`src/sv/ordered_array_store_core_assert.svh`:
```
// ----------------------------------------------------------------------------
// ordered_array_store_core_assert.svh
// Assertion macros for the ordered array store; empty when SYNTH is set.
// ----------------------------------------------------------------------------
`ifndef ORDERED_ARRAY_STORE_CORE_ASSERT_SVH
`define ORDERED_ARRAY_STORE_CORE_ASSERT_SVH

`ifndef SYNTH
// same-cycle implication
`define OAS_ASSERT_SAME(label, clk, rst, ante, cons) \
   label: assert property (@(posedge clk) disable iff (rst) (ante) |-> (cons)) \
      else $error("oas assertion failed");
// next-cycle implication
`define OAS_ASSERT_NEXT(label, clk, rst, ante, cons) \
   label: assert property (@(posedge clk) disable iff (rst) (ante) |=> (cons)) \
      else $error("oas assertion failed");
`else
`define OAS_ASSERT_SAME(label, clk, rst, ante, cons)
`define OAS_ASSERT_NEXT(label, clk, rst, ante, cons)
`endif

`endif

```
`src/sv/oas_pkg.sv`:
```
// ----------------------------------------------------------------------------
// oas_pkg
// Shared sizes, operation codes and cell source codes of the array store.
// ----------------------------------------------------------------------------
package oas_pkg;

   localparam int DEPTH  = 16;
   localparam int IDX_W  = $clog2(DEPTH);
   localparam int CNT_W  = $clog2(DEPTH + 1);
   localparam int DATA_W = 32;
   localparam int OP_W   = 3;
   localparam int CAP_W  = 5;
   localparam int SRC_W  = 2;

   localparam logic [CAP_W-1:0] CAP_RESET = CAP_W'(16);

   // operation codes
   localparam logic [OP_W-1:0] OP_APPEND  = 3'd0;
   localparam logic [OP_W-1:0] OP_INSERT  = 3'd1;
   localparam logic [OP_W-1:0] OP_REMOVE  = 3'd2;
   localparam logic [OP_W-1:0] OP_REPLACE = 3'd3;
   localparam logic [OP_W-1:0] OP_REVERSE = 3'd4;
   localparam logic [OP_W-1:0] OP_READ    = 3'd5;

   // where a cell takes its next word from
   localparam logic [SRC_W-1:0] SRC_HOLD  = 2'd0;
   localparam logic [SRC_W-1:0] SRC_VALUE = 2'd1;
   localparam logic [SRC_W-1:0] SRC_LEFT  = 2'd2;
   localparam logic [SRC_W-1:0] SRC_RIGHT = 2'd3;

   typedef logic signed [DATA_W-1:0] data_type;
   typedef logic [SRC_W-1:0]         src_type;
   typedef logic [OP_W-1:0]          op_type;
   typedef logic [IDX_W-1:0]         idx_type;
   typedef logic [CNT_W-1:0]         cnt_type;
   typedef logic [CAP_W-1:0]         cap_type;

endpackage

```
`src/sv/oas_if.sv`:
```
// ----------------------------------------------------------------------------
// oas_if
// Valid/ready channels of the array store: request, response and CSR write.
// ----------------------------------------------------------------------------
interface oas_req_if;
   logic               valid;
   logic               ready;
   oas_pkg::op_type    op;
   oas_pkg::idx_type   index;
   oas_pkg::data_type  value;

   modport source (output valid, op, index, value, input ready);
   modport sink   (input valid, op, index, value, output ready);
endinterface

interface oas_rsp_if;
   logic               valid;
   logic               ready;
   logic               ok;
   oas_pkg::data_type  read_value;
   oas_pkg::cnt_type   count;
   logic               full_res;
   logic               empty_res;

   modport source (output valid, ok, read_value, count, full_res, empty_res,
                   input ready);
   modport sink   (input valid, ok, read_value, count, full_res, empty_res,
                   output ready);
endinterface

interface oas_csr_if;
   logic               valid;
   logic               ready;
   oas_pkg::cap_type   data;

   modport source (output valid, data, input ready);
   modport sink   (input valid, data, output ready);
endinterface

```
`src/sv/oas_cell.sv`:
```
// ----------------------------------------------------------------------------
// oas_cell
// One entry of the list: holds a word or takes it from a neighbor or the bus.
// ----------------------------------------------------------------------------
module oas_cell (
   input  logic               clock,
   input  oas_pkg::src_type   src,
   input  oas_pkg::data_type  left_data,
   input  oas_pkg::data_type  right_data,
   input  oas_pkg::data_type  wr_data,
   output oas_pkg::data_type  data
);

   oas_pkg::data_type data_ff;
   oas_pkg::data_type data_in;

   // pick the next word
   always_comb begin
      unique case (src)
         oas_pkg::SRC_VALUE: data_in = wr_data;
         oas_pkg::SRC_LEFT:  data_in = left_data;
         oas_pkg::SRC_RIGHT: data_in = right_data;
         default:            data_in = data_ff;
      endcase
   end

   always_ff @(posedge clock) begin
      data_ff <= data_in;
   end

   assign data = data_ff;

endmodule

```
`src/sv/oas_ctrl.sv`:
```
// ----------------------------------------------------------------------------
// oas_ctrl
// Decodes request beats into per-cell moves, tracks the count, runs the
// reverse rounds and registers the response beat.
// ----------------------------------------------------------------------------
`include "ordered_array_store_core_assert.svh"

module oas_ctrl (
   input  logic               clock,
   input  logic               reset,
   oas_req_if.sink            req_ch,
   oas_rsp_if.source          rsp_ch,
   oas_csr_if.sink            csr_ch,
   input  oas_pkg::data_type  cell_data [oas_pkg::DEPTH],
   output oas_pkg::src_type   cell_src  [oas_pkg::DEPTH]
);

   oas_pkg::cap_type   cap_ff;
   oas_pkg::cnt_type   cnt_ff, cnt_in;
   logic               busy_ff, busy_in;
   oas_pkg::idx_type   rnd_ff, rnd_in;
   logic               rsp_valid_ff;
   logic               rsp_ok_ff;
   oas_pkg::data_type  rsp_rd_ff;
   oas_pkg::cnt_type   rsp_cnt_ff;
   logic               rsp_full_ff;
   logic               rsp_empty_ff;

   oas_pkg::cnt_type   lim;
   oas_pkg::cnt_type   idx_ext;
   logic               req_acc;
   logic               room;
   logic               ok;
   oas_pkg::data_type  rd;
   logic               rev_start;
   logic               swap_en;
   logic               parity;

   // CSR write: always taken
   assign csr_ch.ready = 1'b1;

   always_ff @(posedge clock) begin
      if (reset) begin
         cap_ff <= oas_pkg::CAP_RESET;
      end else if (csr_ch.valid) begin
         cap_ff <= csr_ch.data;
      end
   end

   // limit saturates at the built depth
   assign lim = (cap_ff > oas_pkg::CAP_W'(oas_pkg::DEPTH)) ?
                oas_pkg::CNT_W'(oas_pkg::DEPTH) : oas_pkg::CNT_W'(cap_ff);
   assign idx_ext = oas_pkg::CNT_W'(req_ch.index);
   assign room    = (cnt_ff < lim) && (cnt_ff < oas_pkg::CNT_W'(oas_pkg::DEPTH));

   // take a request only when no reverse runs and the response slot frees
   assign req_ch.ready = !busy_ff && (!rsp_valid_ff || rsp_ch.ready);
   assign req_acc      = req_ch.valid && req_ch.ready;

   // decide the operation outcome
   always_comb begin
      ok     = 1'b0;
      rd     = '0;
      cnt_in = cnt_ff;
      unique case (req_ch.op)
         oas_pkg::OP_APPEND: begin
            ok = room;
            if (room) cnt_in = cnt_ff + 1'b1;
         end
         oas_pkg::OP_INSERT: begin
            ok = room && (idx_ext <= cnt_ff);
            if (ok) cnt_in = cnt_ff + 1'b1;
         end
         oas_pkg::OP_REMOVE: begin
            ok = idx_ext < cnt_ff;
            if (ok) cnt_in = cnt_ff - 1'b1;
         end
         oas_pkg::OP_REPLACE: begin
            ok = idx_ext < cnt_ff;
         end
         oas_pkg::OP_REVERSE: begin
            ok = cnt_ff != '0;
         end
         oas_pkg::OP_READ: begin
            ok = idx_ext < cnt_ff;
            if (ok) rd = cell_data[req_ch.index];
         end
         default: begin
            ok = 1'b0;
         end
      endcase
   end

   // reverse runs count odd-even swap rounds, the first one at accept
   assign rev_start = req_acc && (req_ch.op == oas_pkg::OP_REVERSE) &&
                      (cnt_ff >= oas_pkg::CNT_W'(2));
   assign swap_en   = rev_start || busy_ff;
   assign parity    = busy_ff ? rnd_ff[0] : 1'b0;

   // per-cell source select
   always_comb begin
      oas_pkg::cnt_type pos;
      for (int i = 0; i < oas_pkg::DEPTH; i++) begin
         pos         = oas_pkg::CNT_W'(i);
         cell_src[i] = oas_pkg::SRC_HOLD;
         if (swap_en) begin
            if ((pos[0] == parity) && (pos + 1'b1 < cnt_ff)) begin
               cell_src[i] = oas_pkg::SRC_RIGHT;
            end else if ((pos[0] != parity) && (pos != '0) && (pos < cnt_ff)) begin
               cell_src[i] = oas_pkg::SRC_LEFT;
            end
         end else if (req_acc && ok) begin
            case (req_ch.op)
               oas_pkg::OP_APPEND: begin
                  if (pos == cnt_ff) cell_src[i] = oas_pkg::SRC_VALUE;
               end
               oas_pkg::OP_INSERT: begin
                  if (pos == idx_ext) cell_src[i] = oas_pkg::SRC_VALUE;
                  else if ((pos > idx_ext) && (pos <= cnt_ff))
                     cell_src[i] = oas_pkg::SRC_LEFT;
               end
               oas_pkg::OP_REMOVE: begin
                  if ((pos >= idx_ext) && (pos + 1'b1 < cnt_ff))
                     cell_src[i] = oas_pkg::SRC_RIGHT;
               end
               oas_pkg::OP_REPLACE: begin
                  if (pos == idx_ext) cell_src[i] = oas_pkg::SRC_VALUE;
               end
               default: begin
                  cell_src[i] = oas_pkg::SRC_HOLD;
               end
            endcase
         end
      end
   end

   // advance the reverse round counter
   always_comb begin
      busy_in = busy_ff;
      rnd_in  = rnd_ff;
      if (rev_start) begin
         busy_in = 1'b1;
         rnd_in  = oas_pkg::IDX_W'(1);
      end else if (busy_ff) begin
         if (oas_pkg::CNT_W'(rnd_ff) == cnt_ff - 1'b1) begin
            busy_in = 1'b0;
         end else begin
            rnd_in = rnd_ff + 1'b1;
         end
      end
   end

   always_ff @(posedge clock) begin
      if (reset) begin
         cnt_ff       <= '0;
         busy_ff      <= 1'b0;
         rnd_ff       <= '0;
         rsp_valid_ff <= 1'b0;
      end else begin
         busy_ff <= busy_in;
         rnd_ff  <= rnd_in;
         if (req_acc) begin
            cnt_ff       <= cnt_in;
            rsp_valid_ff <= 1'b1;
         end else if (rsp_ch.ready) begin
            rsp_valid_ff <= 1'b0;
         end
      end
   end

   // response payload
   always_ff @(posedge clock) begin
      if (req_acc) begin
         rsp_ok_ff    <= ok;
         rsp_rd_ff    <= rd;
         rsp_cnt_ff   <= cnt_in;
         rsp_full_ff  <= cnt_in >= lim;
         rsp_empty_ff <= cnt_in == '0;
      end
   end

   assign rsp_ch.valid      = rsp_valid_ff;
   assign rsp_ch.ok         = rsp_ok_ff;
   assign rsp_ch.read_value = rsp_rd_ff;
   assign rsp_ch.count      = rsp_cnt_ff;
   assign rsp_ch.full_res   = rsp_full_ff;
   assign rsp_ch.empty_res  = rsp_empty_ff;

   `OAS_ASSERT_SAME(a_busy_blocks, clock, reset, busy_ff, !req_ch.ready)
   `OAS_ASSERT_SAME(a_busy_needs_pair, clock, reset, busy_ff,
                    cnt_ff >= oas_pkg::CNT_W'(2))
   `OAS_ASSERT_NEXT(a_append_grows, clock, reset,
                    req_acc && (req_ch.op == oas_pkg::OP_APPEND) && ok,
                    cnt_ff == $past(cnt_ff) + 1'b1)
   `OAS_ASSERT_NEXT(a_beat_answers, clock, reset, req_acc, rsp_valid_ff)

endmodule

```
`src/sv/ordered_array_store_core.sv`:
```
// ----------------------------------------------------------------------------
// ordered_array_store_core
// Ordered list of signed words kept in a chain of neighbor-linked cells.
// ----------------------------------------------------------------------------
// Append, insert, remove, replace and read each complete in the cycle the
// request beat is taken, and the response beat appears from a register in
// the next cycle; a new request can be taken every cycle while the response
// is drained. Reverse runs one odd-even swap round per cycle between
// neighboring cells, count rounds in all, so after a reverse of count >= 2
// entries the request channel holds ready low until the last round. Each
// request gives exactly one response beat. The capacity limit taken from the
// CSR saturates at the built depth; the CSR is written when its valid is high.
module ordered_array_store_core (
   input  logic       clock,
   input  logic       reset,
   oas_req_if.sink    req_ch,
   oas_rsp_if.source  rsp_ch,
   oas_csr_if.sink    csr_ch
);

   oas_pkg::data_type cell_data [oas_pkg::DEPTH];
   oas_pkg::src_type  cell_src  [oas_pkg::DEPTH];

   oas_ctrl u_ctrl (
      .clock     (clock),
      .reset     (reset),
      .req_ch    (req_ch),
      .rsp_ch    (rsp_ch),
      .csr_ch    (csr_ch),
      .cell_data (cell_data),
      .cell_src  (cell_src)
   );

   // chain the cells; the ends see zero
   for (genvar i = 0; i < oas_pkg::DEPTH; i++) begin : g_cell
      oas_pkg::data_type left_w;
      oas_pkg::data_type right_w;

      if (i == 0) begin : g_first
         assign left_w = '0;
      end else begin : g_mid_l
         assign left_w = cell_data[i-1];
      end

      if (i == oas_pkg::DEPTH - 1) begin : g_last
         assign right_w = '0;
      end else begin : g_mid_r
         assign right_w = cell_data[i+1];
      end

      oas_cell u_cell (
         .clock      (clock),
         .src        (cell_src[i]),
         .left_data  (left_w),
         .right_data (right_w),
         .wr_data    (req_ch.value),
         .data       (cell_data[i])
      );
   end

endmodule
```
`src/flat_wrapper.sv`:
```
// flat-port wrapper written by rule: the top's interface ports become plain ports
module ordered_array_store_core_flat 
  (clock, reset, req_ch_valid, req_ch_op, req_ch_index, req_ch_value, req_ch_ready, rsp_ch_valid, rsp_ch_ok, rsp_ch_read_value, rsp_ch_count, rsp_ch_full_res, rsp_ch_empty_res, rsp_ch_ready, csr_ch_valid, csr_ch_data, csr_ch_ready);
  oas_req_if req_ch_i ();
  oas_rsp_if rsp_ch_i ();
  oas_csr_if csr_ch_i ();
  input  logic clock;
  input  logic reset;
  input wire logic [$bits(req_ch_i.valid)-1:0] req_ch_valid;
  input wire logic [$bits(req_ch_i.op)-1:0] req_ch_op;
  input wire logic [$bits(req_ch_i.index)-1:0] req_ch_index;
  input wire logic [$bits(req_ch_i.value)-1:0] req_ch_value;
  output wire logic [$bits(req_ch_i.ready)-1:0] req_ch_ready;
  output wire logic [$bits(rsp_ch_i.valid)-1:0] rsp_ch_valid;
  output wire logic [$bits(rsp_ch_i.ok)-1:0] rsp_ch_ok;
  output wire logic [$bits(rsp_ch_i.read_value)-1:0] rsp_ch_read_value;
  output wire logic [$bits(rsp_ch_i.count)-1:0] rsp_ch_count;
  output wire logic [$bits(rsp_ch_i.full_res)-1:0] rsp_ch_full_res;
  output wire logic [$bits(rsp_ch_i.empty_res)-1:0] rsp_ch_empty_res;
  input wire logic [$bits(rsp_ch_i.ready)-1:0] rsp_ch_ready;
  input wire logic [$bits(csr_ch_i.valid)-1:0] csr_ch_valid;
  input wire logic [$bits(csr_ch_i.data)-1:0] csr_ch_data;
  output wire logic [$bits(csr_ch_i.ready)-1:0] csr_ch_ready;
  assign req_ch_i.valid = req_ch_valid;
  assign req_ch_i.op = req_ch_op;
  assign req_ch_i.index = req_ch_index;
  assign req_ch_i.value = req_ch_value;
  assign req_ch_ready = req_ch_i.ready;
  assign rsp_ch_valid = rsp_ch_i.valid;
  assign rsp_ch_ok = rsp_ch_i.ok;
  assign rsp_ch_read_value = rsp_ch_i.read_value;
  assign rsp_ch_count = rsp_ch_i.count;
  assign rsp_ch_full_res = rsp_ch_i.full_res;
  assign rsp_ch_empty_res = rsp_ch_i.empty_res;
  assign rsp_ch_i.ready = rsp_ch_ready;
  assign csr_ch_i.valid = csr_ch_valid;
  assign csr_ch_i.data = csr_ch_data;
  assign csr_ch_ready = csr_ch_i.ready;
  ordered_array_store_core u_core (.clock(clock), .reset(reset), .req_ch(req_ch_i), .rsp_ch(rsp_ch_i), .csr_ch(csr_ch_i));
endmodule
```
`config.mk`:
```
export PLATFORM = sky130hd
export DESIGN_NAME = ordered_array_store_core_flat
export DESIGN_NICKNAME = d
export VERILOG_FILES = /design/src/sv/oas_pkg.sv /design/src/sv/oas_if.sv /design/src/sv/oas_cell.sv /design/src/sv/oas_ctrl.sv /design/src/sv/ordered_array_store_core.sv /design/src/flat_wrapper.sv
export VERILOG_INCLUDE_DIRS = /design/src /design/src/sv
export SDC_FILE = /design/constraint.sdc
export NUM_CORES = 1
export LEC_CHECK = 0
export BUFFER_PORTS_ARGS = -buffer_cell sky130_fd_sc_hd__buf_2
export CAP_MARGIN = 20
export CORE_MARGIN = 5
export CORE_UTILIZATION = 50
export CTS_CLUSTER_SIZE = 10
export DETAILED_ROUTE_END_ITERATION = 7
export GPL_TIMING_DRIVEN = 0
export MAX_ROUTING_LAYER = met4
export PLACE_DENSITY_LB_ADDON = 0.12
export SLEW_MARGIN = 15
export SYNTH_ARGS = -nofsm -noshare
export SYNTH_HDL_FRONTEND = slang
export SYNTH_HIERARCHICAL = 1
export SYNTH_SLANG_ARGS = --single-unit
```
`constraint.sdc`:
```
create_clock -name clock -period 5 [get_ports clock]
set_input_delay 0.5 -clock clock [delete_from_list [all_inputs] [get_ports clock]]
set_output_delay 0.5 -clock clock [all_outputs]
set_load 0.01 [all_outputs]
```
# --- After elaboration in Yosys (flattened, before gate mapping) ---
# Index checks and enable logic that the tools add are counted.
totals:
  ff_bits: 568
  latch_bits: 0
  ramBits: 0
  rom_bits: 0
  in_bits: 49
  output_inout_bits: 43
  word_cells: 470
  n_memories: 0
op_classes:
  add_sub_neg: 3
  mul: 0
  n_div: 0
  n_lt_le_gt_ge: 72
  n_eq_ne: 85
  n_shift: 0
  mux: 193
  bitwise_logic: 3
  n_reduce_logical: 87
op_table:
  columns: ["operator", "n"]
  rows:
  - ["case mux 32 bit (3 select lines)", 16]
  - ["2-to-1 mux 2 bit", 111]
  - ["binary-select mux 32 bit (select 4 bit)", 1]
  - ["case mux 2 bit (4 select lines)", 16]
  - ["== test 2 bit, second input constant", 32]
  - ["2-to-1 mux 32 bit", 2]
  - ["logical AND 1 bit", 55]
  - ["nonzero test 3 bit", 16]
  - ["2-to-1 mux 1 bit", 41]
  - ["== test 4 x 5 -> 1 bit, first input constant", 8]
  - ["less-or-equal comparator 4 x 5 -> 1 bit, first input constant", 8]
  - ["less-than comparator 4 x 5 -> 1 bit, first input constant", 8]
  - ["== test 2 x 1 -> 1 bit, second input constant", 16]
  - ["== test 4 bit, first input constant", 8]
  - ["greater-or-equal comparator 4 bit, first input constant", 8]
  - ["greater-than comparator 4 bit, first input constant", 8]
  - ["== test 3 x 5 -> 1 bit, first input constant", 4]
  - ["less-or-equal comparator 3 x 5 -> 1 bit, first input constant", 4]
  - ["less-than comparator 3 x 5 -> 1 bit, first input constant", 4]
  - ["2-to-1 mux 5 bit", 4]
  - ["== test 3 x 4 -> 1 bit, first input constant", 4]
  - ["greater-or-equal comparator 3 x 4 -> 1 bit, first input constant", 4]
  - ["greater-than comparator 3 x 4 -> 1 bit, first input constant", 4]
  - ["zero test 5 bit", 3]
  - ["41 further kinds", 58]

# --- Longest topological paths before layout ---
depth:
  depth_word: 11
  ltp_mapped: 17
  mapped_depth_nobuf: 15

# --- Cells and area by module ---
# Netlist, hierarchy kept.
modules_own_cells:
  columns: ["module", "n_inst", "cells_per_inst", "area_per_inst_um2", "seq_area_each_um2"]
  rows:
  - ["oas_cell", 16, 140, 1672.9, 960.9]
  - ["oas_ctrl", 1, 831, 7594.8, 1521.5]
  - ["ordered_array_store_core", 1, 1, 3.8, 0.0]

# --- Worst setup path after synthesis ---
# Ideal clock, no wire load.
synth_timing:
  path_type: "input port to flip-flop"
  start: "input req_ch_index[0]"
  end: "register u_core.g_cell[8].u_cell.data_ff[0] (enable)"
  setup_time_ps: 375
  arrival_time_ps: 3533
  t_required_ps: 4625
  setup_slack_ps: 1092
  stages: 13
  n_path_buf: 5
  path_cell_list: "clkbuf_1 clkinv_1 clkbuf_1 ha_1 nand2_1 o31ai_1 o211ai_1 a211o_1 buf_2 o21ai_0 buf_6 buf_12 or2_2"
synth_rtl:
  columns: ["element", "line_no", "text"]
  rows:
  - ["start: declaration", "flat_wrapper.sv:11", "input wire logic [$bits(req_ch_i.index)-1:0] req_ch_index;"]
  - ["end signal: assignment", "oas_cell.sv:28", "data_ff <= data_in;"]
  - ["end: declaration", "oas_cell.sv:14", "oas_pkg::data_type data_ff;"]

==> summary.txt <==
WHS Path Cells - 3
max incr delay on CP - 0.57 ns
Most used DFF post-synth - edfxtp_1
WL per Instance - 27.5 µm
cell taking the most area after synthesis - edfxtp_1
Area Growth Syn to Fin - 11.7%
initial antenna violation count - 7
hold buffer count at cts - 0
Final Max Slew Viols - 0
family with the most delay on the worst path - buffers and inverters
cell row count - 96
WHS - 0.124 ns
Critical Path, Cell by Cell - clkbuf_2 > inv_1 > ha_1 > nor2b_1 > o2111ai_1 > nor2b_1 > clkbuf_2 > o211ai_1 > a211o_1 > buf_6 > o211ai_1 > buf_4 > clkbuf_1 > a21oi_1
DRC Markers - 2
Placed Cells - 4104
EDFF count, synth - 552
max cap viols - 0
Synth area leaders - edfxtp_1 48%, mux2i_1 15%, a21oi_1 8.3%, nor2_1 6.5%, mux4_2 4.2%
CP endpoint kind - flip-flop
syn_area_per_cell - 11.2 µm²
Skew-Pair Late Insertion Delay - 0.61 ns
io pins - 92
r2r setup slk - 0.09 ns
Post-synth ARST share - 0%
final worst path period share - 98.2%
Clock Sinks - 568
CP Launch Point - u_core/u_ctrl/cnt_ff[1]$_SDFFE_PP0P_
Worst Setup Start Kind - flip-flop
layout cells sized above 1 - 14.7%
register bit total from synthesis - 568
RR Startpoint - u_core/u_ctrl/cnt_ff[1]$_SDFFE_PP0P_
FF-to-FF End - u_core/g_cell[8].u_cell/data[19]$_DFFE_PP_
CP required - 5.33 ns
Vert. Die Dim - 272 µm
Post-CTS Setup Bufs - 0
fin util - 56.2%
upper clock frequency limit - 0.204 GHz
overall power - 11.3 mW
Final TNS setup - 0 ns
Synth top area share - 48.2%
hpwl dp - 88600 µm
RD Place Congestion - 1.00
worst slack, placed - -1.44 ns
status - finished, violations left
peak supply drop - 0.224 mV
die width - 272 µm
Syn. warnings - 6
Initial Utilization - 50.3%
vias per cell - 6.29
die area - 74100 µm²
CP Class - flip-flop to flip-flop
WP depth - 14
core box area - 68300 µm²
Initial DRT Pass Iterations - 8
final net count - 3370
total track usage - 30.9%
via count - 26.5k
worst slew pin tran - 1.19 ns
Final Skew - 0.0182 ns
Post-Syn Area - 34400 µm²
H-tree Lvls - 3
Worst Path Buf+Inv - 6
most instantiated cells after synthesis - 597 x nor2_1, 568 x a21oi_1, 552 x edfxtp_1, 517 x mux2i_1, 126 x clkbuf_1
Seq/Total Area, Yosys - 49.2%
Final Cell Area - 38400 µm²
slew margin rel. - 20.4%
Lkg Pwr - 12.2 nW
Root Buffer - clkbuf_16
area post-placement - 36100 µm²
violated checks - DRC
Total Wirelength - 116000 µm
Reg2Reg Depth - 14
CP Capture Point - u_core/g_cell[8].u_cell/data[19]$_DFFE_PP_
Post-Syn Instances - 3072
Setup violations, final - 0
Routed Antenna Nets - 0
total CTS buffers - 69
minimum clock period - 4.91 ns
first-pass GRT wire length - 169000 µm
largest net degree at the start of global routing - 46
vias in the first global route - 26.5k
Critical Path AT - 5.24 ns
initial DRC count - 2955
CTS tree - done
clk buf depth - 3
final std cells w/o fill - 4220
endpoints failing hold - 0
largest fanout on the critical path - 11
Final WS setup - 0.0920 ns
Synth cell types - 68
PD cells - 294 nW/µm²
HP Class - input port to flip-flop
clk slew on worst S/H paths - 0.05 ns
slowest CP cell - dfxtp_1
Port Buffers - 87
count leader, synth - nor2_1
grt total ovfl - 0
[repair_timing]
action,CTS,global route
hold endpoints to repair,0,0
gates cloned,0,9
pin swaps,0,2
endpoints found under the setup margin,911,759
gates resized for setup,32,21
[layout make-up]
class / instances / area [µm²]
clock buffer: 92 / 1940
timing repair buffer: 88 / 447
buffer: 269 / 2060
antenna: 5 / 12.5
sequential: 568 / 16900
clock inverter: 9 / 63.8
multi-input combinational: 2290 / 15800
tap: 882 / 1100
fill: 5913 / 29900
inverter: 17 / 66.3
[worst min path at each step]
stage                                            to                                 start
5_1_grt        u_core/u_ctrl/cap_ff[0]$_SDFFE_PP0P_                        csr_ch_data[0]
4_1_cts        u_core/u_ctrl/cap_ff[0]$_SDFFE_PP0P_                        csr_ch_data[0]
3_3_place_gp   u_core/u_ctrl/cap_ff[3]$_SDFFE_PP0P_  u_core/u_ctrl/cap_ff[3]$_SDFFE_PP0P_
2_1_floorplan  u_core/u_ctrl/cap_ff[2]$_SDFFE_PP0P_  u_core/u_ctrl/cap_ff[2]$_SDFFE_PP0P_
3_5_place_dp   u_core/u_ctrl/cap_ff[2]$_SDFFE_PP0P_  u_core/u_ctrl/cap_ff[2]$_SDFFE_PP0P_
6_report       u_core/u_ctrl/cap_ff[4]$_SDFFE_PP1P_                        csr_ch_data[4]
[sequential cells by signal (all words and copies together), names as in the netlist, 4 cells and up]
register,count
u_core/g_cell.u_cell/data,512
u_core/u_ctrl/cap_ff,5
u_core/u_ctrl/cnt_ff,5
u_core/u_ctrl/rnd_ff,4
u_core/u_ctrl/rsp_ch.count,5
u_core/u_ctrl/rsp_ch.read_value,32
[tightest hold or removal path, stage by stage]
cell,delay (ns)
buf_2,0.08
nand2_1,0.05
o211ai_1,0.07
[power breakdown]
part	switching (mW)	internal [mW]
sequential	0.0723	5.36
clock	1.94	2.69
combinational	0.802	0.437
[cell families (layout without fill, tap and decap cells)]
family,count (synthesis),after routing,synth area share [%]
fa+ha+maj,19,19,0.688
other cells,2,70,0.0219
flops,568,568,49.2
mux,645,645,21.4
buf+inv,286,475,6.17
simple gates,728,737,8.50
xor+xnor,10,10,0.255
compound gates,814,814,13.8
[layer usage]
metal,part of all wire [%],global-route usage [%],vias to the layer above
met2,48,49.8,1171
met3,6.9,4.88,280
met4,4.6,12.5,0
met1,41,39.4,13000
met5,0,-,-
li1,-,-,12100
[cells in the final DEF, fill, tap and decap left out, drive strengths merged, types with 7 or more instances in the layout]
master,count
a222oi,32
mux2i,517
a21oi,568
or2,27
ha,18
a211oi,7
inv,16
o221ai,7
buf,231
a221oi,67
and2,7
edfxtp,552
o22ai,14
clkinv,10
o211ai,8
dfxtp,16
or3,7
nand2,50
nor2,597
o21ai,61
clkbuf,218
conb,65
mux4,64
a31oi,13
mux2,64
nor3,19
Power figures use the tool's default switching activity.
